==> src/hw/rtl/crr_pkg.sv <==
// ----------------------------------------------------------------------------
// crr_pkg
// shared widths, types and state codes for the canonical combining reorder
// ----------------------------------------------------------------------------
package crr_pkg;

  localparam int MAX_RUN = 32;
  localparam int CP_W    = 21;
  localparam int CLS_W   = 8;
  localparam int DATA_W  = 32;
  localparam int USER_W  = 2;

  typedef struct packed {
    logic             valid;
    logic [CP_W-1:0]  cp;
    logic [CLS_W-1:0] cls;
  } cell_ent_t;

  typedef struct packed {
    logic             insert;
    logic             pop;
    logic [CP_W-1:0]  cp;
    logic [CLS_W-1:0] cls;
  } cell_cmd_t;

  typedef struct packed {
    cell_ent_t head;
    logic      next_valid;
    logic      full;
  } chain_status_t;

  typedef enum logic [1:0] {
    ST_IDLE,
    ST_FLUSH,
    ST_STARTER,
    ST_INSERT
  } state_t;

endpackage

==> src/hw/rtl/crr_cell.sv <==
// ----------------------------------------------------------------------------
// crr_cell
// one slot of the sorted run: takes its left neighbour on insert, the new
// item where it belongs, and its right neighbour on pop
// ----------------------------------------------------------------------------
module crr_cell
  import crr_pkg::*;
(
  input  logic      clk,
  input  logic      rst,
  input  cell_cmd_t cmd,
  input  cell_ent_t left,
  input  logic      left_shift,
  input  cell_ent_t right,
  output cell_ent_t ent,
  output logic      shift
);

  cell_ent_t ent_next;

  assign shift = ent.valid && (ent.cls > cmd.cls);

  always_comb begin
    ent_next = ent;
    if (cmd.pop) begin
      ent_next = right;
    end else if (cmd.insert) begin
      if (left_shift) begin
        ent_next = left;
      end else if ((!ent.valid || shift) && left.valid) begin
        ent_next.valid = 1'b1;
        ent_next.cp    = cmd.cp;
        ent_next.cls   = cmd.cls;
      end
    end
  end

  always_ff @(posedge clk) begin
    if (rst) begin
      ent.valid <= 1'b0;
    end else begin
      ent.valid <= ent_next.valid;
    end
    ent.cp  <= ent_next.cp;
    ent.cls <= ent_next.cls;
  end

endmodule

==> src/hw/rtl/crr_chain.sv <==
// ----------------------------------------------------------------------------
// crr_chain
// row of cells holding the run in ascending class order, head at cell zero
// ----------------------------------------------------------------------------
module crr_chain
  import crr_pkg::*;
(
  input  logic          clk,
  input  logic          rst,
  input  cell_cmd_t     cmd,
  output chain_status_t status
);

  cell_ent_t ents   [MAX_RUN];
  logic      shifts [MAX_RUN];

  for (genvar i = 0; i < MAX_RUN; i++) begin : g_cell
    cell_ent_t left;
    logic      left_shift;
    cell_ent_t right;

    if (i == 0) begin : g_first
      assign left       = '{valid: 1'b1, cp: '0, cls: '0};
      assign left_shift = 1'b0;
    end else begin : g_mid
      assign left       = ents[i-1];
      assign left_shift = shifts[i-1];
    end

    if (i == MAX_RUN - 1) begin : g_last
      assign right = '0;
    end else begin : g_inner
      assign right = ents[i+1];
    end

    crr_cell u_cell (
      .clk        (clk),
      .rst        (rst),
      .cmd        (cmd),
      .left       (left),
      .left_shift (left_shift),
      .right      (right),
      .ent        (ents[i]),
      .shift      (shifts[i])
    );
  end

  assign status.head       = ents[0];
  assign status.next_valid = ents[1].valid;
  assign status.full       = ents[MAX_RUN-1].valid;

endmodule

==> src/hw/rtl/canonical_combining_reorder.sv <==
// ----------------------------------------------------------------------------
// canonical_combining_reorder
// stable sort of non-starter runs by combining class, flushed at each
// starter, at end of string and when the run buffer is full
// ----------------------------------------------------------------------------
// channel | dir | tdata                                | tlast        | tuser
// s_      | in  | [20:0] code_point, [28:21] comb_class | end_of_string | -
// m_      | out | [20:0] out_code_point, [28:21] out_class | last_of_run | [0] string_done,
//         |     |                                      |              | [1] run_overflow
//
// a non-starter that does not end the string and finds room in the buffer is
// inserted in the cycle it is taken, so such items flow at one per cycle
// any other item is taken, then each buffered item leaves the head cell in
// turn, one per cycle while the result register can load; a starter is then
// emitted, and an item that hit a full buffer is inserted after the flush
// the input is held off while a flush or a starter is being emitted or a held
// item is inserted; reset empties the run; the result register drains
// independently of input
// ----------------------------------------------------------------------------
module canonical_combining_reorder
  import crr_pkg::*;
(
  input  logic              clk,
  input  logic              rst,
  input  logic              s_tvalid,
  output logic              s_tready,
  input  logic [DATA_W-1:0] s_tdata,   // code_point, comb_class
  input  logic              s_tlast,
  output logic              m_tvalid,
  input  logic              m_tready,
  output logic [DATA_W-1:0] m_tdata,   // out_code_point, out_class
  output logic              m_tlast,
  output logic [USER_W-1:0] m_tuser    // string_done, run_overflow
);

  state_t        state, state_next;
  cell_cmd_t     cmd;
  chain_status_t status;

  logic [CP_W-1:0]  h_cp, h_cp_next;
  logic [CLS_W-1:0] h_cls, h_cls_next;
  logic             h_eos, h_eos_next;
  logic             f_ovf, f_ovf_next;
  logic             f_last, f_last_next;
  logic             f_done, f_done_next;

  logic             o_valid, o_valid_next;
  logic [CP_W-1:0]  o_cp, o_cp_next;
  logic [CLS_W-1:0] o_cls, o_cls_next;
  logic             o_last, o_last_next;
  logic             o_done, o_done_next;
  logic             o_ovf, o_ovf_next;

  logic             can_load;
  logic [CP_W-1:0]  in_cp;
  logic [CLS_W-1:0] in_cls;

  assign in_cp    = s_tdata[CP_W-1:0];
  assign in_cls   = s_tdata[CP_W+CLS_W-1:CP_W];
  assign can_load = !o_valid || m_tready;

  crr_chain u_chain (
    .clk    (clk),
    .rst    (rst),
    .cmd    (cmd),
    .status (status)
  );

  always_comb begin
    state_next   = state;
    s_tready     = 1'b0;
    cmd          = '0;
    h_cp_next    = h_cp;
    h_cls_next   = h_cls;
    h_eos_next   = h_eos;
    f_ovf_next   = f_ovf;
    f_last_next  = f_last;
    f_done_next  = f_done;
    o_valid_next = o_valid && !m_tready;
    o_cp_next    = o_cp;
    o_cls_next   = o_cls;
    o_last_next  = o_last;
    o_done_next  = o_done;
    o_ovf_next   = o_ovf;

    unique case (state)
      ST_IDLE: begin
        s_tready = 1'b1;
        if (s_tvalid) begin
          h_cp_next  = in_cp;
          h_cls_next = in_cls;
          h_eos_next = s_tlast;
          if (in_cls == '0) begin
            f_ovf_next  = 1'b0;
            f_last_next = 1'b0;
            f_done_next = 1'b0;
            state_next  = status.head.valid ? ST_FLUSH : ST_STARTER;
          end else if (status.full) begin
            f_ovf_next  = 1'b1;
            f_last_next = !s_tlast;
            f_done_next = 1'b0;
            state_next  = ST_FLUSH;
          end else begin
            cmd.insert = 1'b1;
            cmd.cp     = in_cp;
            cmd.cls    = in_cls;
            if (s_tlast) begin
              f_ovf_next  = 1'b0;
              f_last_next = 1'b1;
              f_done_next = 1'b1;
              state_next  = ST_FLUSH;
            end
          end
        end
      end
      ST_FLUSH: begin
        if (can_load) begin
          cmd.pop      = 1'b1;
          o_valid_next = 1'b1;
          o_cp_next    = status.head.cp;
          o_cls_next   = status.head.cls;
          o_last_next  = f_last && !status.next_valid;
          o_done_next  = f_done && !status.next_valid;
          o_ovf_next   = f_ovf;
          if (!status.next_valid) begin
            if (h_cls == '0) begin
              state_next = ST_STARTER;
            end else if (f_ovf) begin
              state_next = ST_INSERT;
            end else begin
              state_next = ST_IDLE;
            end
          end
        end
      end
      ST_STARTER: begin
        if (can_load) begin
          o_valid_next = 1'b1;
          o_cp_next    = h_cp;
          o_cls_next   = h_cls;
          o_last_next  = 1'b1;
          o_done_next  = h_eos;
          o_ovf_next   = 1'b0;
          state_next   = ST_IDLE;
        end
      end
      ST_INSERT: begin
        cmd.insert = 1'b1;
        cmd.cp     = h_cp;
        cmd.cls    = h_cls;
        if (h_eos) begin
          f_ovf_next  = 1'b0;
          f_last_next = 1'b1;
          f_done_next = 1'b1;
          state_next  = ST_FLUSH;
        end else begin
          state_next = ST_IDLE;
        end
      end
      default: begin
        state_next = ST_IDLE;
      end
    endcase
  end

  always_ff @(posedge clk) begin
    if (rst) begin
      state   <= ST_IDLE;
      o_valid <= 1'b0;
    end else begin
      state   <= state_next;
      o_valid <= o_valid_next;
    end
    h_cp   <= h_cp_next;
    h_cls  <= h_cls_next;
    h_eos  <= h_eos_next;
    f_ovf  <= f_ovf_next;
    f_last <= f_last_next;
    f_done <= f_done_next;
    o_cp   <= o_cp_next;
    o_cls  <= o_cls_next;
    o_last <= o_last_next;
    o_done <= o_done_next;
    o_ovf  <= o_ovf_next;
  end

  assign m_tvalid = o_valid;
  assign m_tdata  = {{(DATA_W-CP_W-CLS_W){1'b0}}, o_cls, o_cp};
  assign m_tlast  = o_last;
  assign m_tuser  = {o_ovf, o_done};

  // end of string only ever on the closing item of an input
  a_done_is_last: assert property (@(posedge clk) disable iff (rst)
    m_tvalid && m_tuser[0] |-> m_tlast)
    else $error("string_done without last_of_run");

  // the run never grows past the last cell
  a_no_insert_full: assert property (@(posedge clk) disable iff (rst)
    cmd.insert |-> !status.full)
    else $error("insert into a full run");

  // a flush always has something at the head
  a_flush_nonempty: assert property (@(posedge clk) disable iff (rst)
    state == ST_FLUSH |-> status.head.valid)
    else $error("flush with an empty run");

  // an overflowed run never closes the string
  a_ovf_not_done: assert property (@(posedge clk) disable iff (rst)
    m_tvalid && m_tuser[1] |-> !m_tuser[0])
    else $error("overflow item marked as end of string");

endmodule
==> config.mk <==
export PLATFORM = sky130hd
export DESIGN_NAME = canonical_combining_reorder
export DESIGN_NICKNAME = d
export VERILOG_FILES = /design/src/hw/rtl/crr_pkg.sv /design/src/hw/rtl/crr_cell.sv /design/src/hw/rtl/crr_chain.sv /design/src/hw/rtl/canonical_combining_reorder.sv
export SDC_FILE = /design/constraint.sdc
export NUM_CORES = 2
export LEC_CHECK = 0
export ABC_AREA = 1
export BUFFER_PORTS_ARGS = -buffer_cell sky130_fd_sc_hd__clkbuf_2
export CORE_ASPECT_RATIO = 1.25
export CORE_UTILIZATION = 65
export CTS_CLUSTER_DIAMETER = 30
export DETAILED_ROUTE_END_ITERATION = 6
export PLACE_DENSITY = 0.82
export SLEW_MARGIN = 20
export SYNTH_ARGS = -nofsm -noshare
export SYNTH_HDL_FRONTEND = slang
export SYNTH_SLANG_ARGS = --single-unit
==> constraint.sdc <==
create_clock -name clk -period 11.9 [get_ports clk]
set_input_delay 2.38 -clock clk [delete_from_list [all_inputs] [get_ports clk]]
set_output_delay 2.38 -clock clk [all_outputs]
set_load 0.01 [all_outputs]
==> results.md <==
- Status: complete, no violations
- Die area: 93400 um2
- HP Class: flip-flop to flip-flop
- Crit. End Element: flip-flop
- CTS tree: built
- H-Tree Depth: 4
- Synth Cell Area: 59900 um2
- Vias: 50762
- Drt total wl: 167 mm
- GP Congestion: 0.897
- Crit Reg-Reg Startpoint: state[0]$_SDFFE_PP0P_
- WP data required: 12.09 ns
- Synth top area cells: edfxtp_1 48%, nand2_1 15%, o21ai_0 11%
- Most used cell, CP: nand2_1
- IO buf count: 67
- RR Endpoint: u_chain.g_cell[26].u_cell.ent[0]$_DFFE_PP_
- Post-CTS setup buffers: 0
- Crit path depth: 21
- Crit-path slowest cell: clkinv_1
- Distinct cells, synth: 33
- Crit Path Category: primary input to flip-flop
- Final ANT Viol Nets: 0
- Critical Path, Cell by Cell: clkbuf_2 > nand2_2 > nor2_8 > nand2_1 > a21oi_2 > inv_2 > buf_4 > ha_1 > nand2_1 > nand2_1 > nand2_1 > nand2_1 > nand2_1 > nand2_1 > nand3_1 > buf_4 > nand2_1 > inv_1 > nand2_1 > nand2_1 > clkinv_1
- Top Ports: 74
- PD cells: 225 nW/um2
- Clock sink total: 1028
- Tcrit/Tclk final: 54.7%
- Initial antenna violation count: 1
- Top FF cell, synth: edfxtp_1
- Largest net degree at the start of global routing: 234
- First-pass GRT wire length: 259 mm
- DRC: 0
- Fin. Hold Viols: 0
- Critical Path Sink: u_chain.g_cell[26].u_cell.ent[0]$_DFFE_PP_
- EDFF count, synth: 964
- Setup Viol. Count Final: 0
- # hold bufs at CTS: 0
- Leak: 28.3 nW
- Synth warn: 0
- Nets: 7412
- Worst reg2reg path depth: 21
- CTS Buf Count: 185
- FFs w/ async S/R, synth: 0%
- Area leader, netlist: edfxtp_1
- Post-Syn Area per Cell: 8.24 um2
- Vias per std cell: 5.99
- Clock Root Buffer: clkbuf_16
- Die Ht: 342 um
- VDD IR-drop max: 0.000207 V
- Critical Path Source Type: primary input
- Hpwl dp: 102 mm
- Initial DRC Count: 6048
- Post_cts resized: 0
- Util after Layout: 72.7%
- Die Wd: 274 um
- Clock Tree Buf Depth: 3
- Max Slew Vio Count: 0
- Area growth, synth to finish: 10.8%
- Max-cap viol count: 0
- RSZ-0062 raised after global routing: false
- Most common cell in the netlist: nand2_1
- CP delay by family, top: buffers and inverters
- FP Rows: 124
- Avg WL per Cell: 19.7 um
- Buf+Inv Stages, Crit Path: 6
- Layout cells sized above 1: 7.75%
- Fmax: 154 MHz
- Core region area: 91400 um2
- Relative slew slack: 20.0%
- Flop2flop setup slack: 6.12 ns
- CP arrival: 6.70 ns
- Remaining Overflow, GRT: 0
- Max incr delay on CP: 0.88 ns
- Critical path peak fanout: 59
- Area share of the largest cell type after synthesis: 48.3%
- 1st-pass router iterations: 6
- Worst setup path startpoint: s_tvalid
- Sequential share of the synthesized area: 50.4%
- Slew of the pin with the lowest slew margin: 1.20 ns
- CTS clock-pin slew for the worst setup and hold paths: 0.05 ns
- Clk_lat worst skew: 0.79 ns
- Starting Density: 65.6%
- Commonest cells in the netlist: 2338 x nand2_1, 1350 x o21ai_0, 964 x edfxtp_1
- Syn Inst Count: 7271
- Gr usage total: 35.2%
- Setup TNS: 0 ns
- Layout Skew: 0.0572 ns
- Synth Register Bits: 1028
- Number of global-route vias before repair: 49871
- Min cycle time layout: 6.51 ns
- Filler cell count: 6451
==> power by group <==
group | switching [W] | internal (W) | total [W]
Combinational | 0.00291 | 0.00111 | 0.00403
Clock | 0.00195 | 0.00331 | 0.00526
Sequential | 0.000427 | 0.00521 | 0.00564
Total | 0.00529 | 0.00963 | 0.0149
==> registers in the layout, indices dropped and copies added, names as in the netlist, 2 cells and up <==
name	count
state	2
o_cls	8
h_cls	8
u_chain.g_cell.u_cell.ent	960
h_cp	21
o_cp	21
==> cell type report <==
class,count,area (um2),share of cell area (%)
antenna,3,7.51,0.0113
clock buffer,211,4780,7.19
clock inverter,137,1470,2.22
inverter,782,2940,4.43
multi-input combinational,4944,24300,36.5
sequential,1028,30200,45.5
tap,1197,1500,2.25
timing repair buffer,174,1240,1.87
==> cell usage in the layout, fill, tap and decap left out, types with 4 or more instances in the layout <==
| cell type | n |
|---|---|
| nand3_1 | 28 |
| a21oi_2 | 9 |
| ha_1 | 259 |
| clkinv_1 | 23 |
| a21o_1 | 31 |
| clkbuf_1 | 22 |
| bufinv_16 | 18 |
| edfxtp_1 | 964 |
| a21oi_4 | 17 |
| nand2_1 | 2336 |
| nand3_4 | 11 |
| clkinv_4 | 16 |
| dfxtp_1 | 64 |
| inv_16 | 4 |
| clkbuf_2 | 67 |
| nor2_1 | 196 |
| buf_4 | 99 |
| nand4_1 | 60 |
| clkbuf_16 | 186 |
| inv_2 | 18 |
| clkinvlp_4 | 23 |
| clkinv_2 | 32 |
| clkinv_16 | 4 |
| inv_6 | 17 |
| inv_1 | 761 |
| o21ai_1 | 444 |
| nand3_2 | 19 |
| a21oi_1 | 137 |
| o211ai_1 | 26 |
| o21ai_0 | 1350 |
==> worst min path at each step <==
stage	cells past startpoint	slack, ns	start	endpoint
final	2	0.48	u_chain.g_cell[31].u_cell.ent[22]$_SDFFE_PP0P_	u_chain.g_cell[31].u_cell.ent[22]$_SDFFE_PP0P_
after global routing	2	0.51	u_chain.g_cell[31].u_cell.ent[12]$_SDFFE_PP0P_	u_chain.g_cell[31].u_cell.ent[12]$_SDFFE_PP0P_
after CTS	2	0.49	u_chain.g_cell[31].u_cell.ent[0]$_SDFFE_PP0P_	u_chain.g_cell[31].u_cell.ent[0]$_SDFFE_PP0P_
after detailed placement	2	0.48	u_chain.g_cell[31].u_cell.ent[0]$_SDFFE_PP0P_	u_chain.g_cell[31].u_cell.ent[0]$_SDFFE_PP0P_
after global placement	2	0.47	u_chain.g_cell[31].u_cell.ent[0]$_SDFFE_PP0P_	u_chain.g_cell[31].u_cell.ent[0]$_SDFFE_PP0P_
after floorplan	2	0.45	u_chain.g_cell[30].u_cell.ent[29]$_SDFFE_PP0P_	u_chain.g_cell[30].u_cell.ent[29]$_SDFFE_PP0P_
==> cell families after synthesis <==
family / synth area share (%)
buffers and inverters: 9.41
adder cells (fa/ha/maj): 5.43
other: 0.00626
AND/OR/NAND/NOR: 17.3
flip-flops: 50.4
AO/OA/AOI/OAI: 17.4
==> routing by layer <==
metal / global-route usage, % / routed length (um) / part of all wire [%] / vias to the layer above
met3: 6.32 / 15300 / 9.2 / 618
met5: 0 / 10 / 0.0060 / -
li1: - / - / - / 23965
met2: 59.3 / 81900 / 49 / 2743
met4: 20.9 / 9070 / 5.4 / 2
met1: 42.1 / 60400 / 36 / 23434
==> worst reg2reg max path, delay by kind of cell (launching register included) <==
| kind | cells | cell delay (ns) |
|---|---|---|
| AND/OR/NAND/NOR | 9 | 0.67 |
| AO/OA/AOI/OAI | 1 | 0.28 |
| flip-flops | 1 | 0.38 |
| adder cells (fa/ha/maj) | 2 | 0.69 |
| buffers and inverters | 9 | 3.16 |
==> through the flow <==
| step | setup WS [ns] | hold slack [ns] | std cells | instance area [um2] | power (W) |
|---|---|---|---|---|---|
| floorplan | 6.58 | 0.448 | 7273 | 60000 | 0.00837 |
| global placement | 4.79 | 0.466 | 8122 | 60100 | 0.00932 |
| detailed placement | 4.72 | 0.479 | 8122 | 60100 | 0.00953 |
| CTS | 5.42 | 0.489 | 8470 | 66300 | 0.0148 |
| global route | 5.02 | 0.507 | 8473 | 66400 | 0.0156 |
| finish | 5.39 | 0.483 | 8476 | 66400 | 0.0149 |
(Power assumes the default switching activity.)
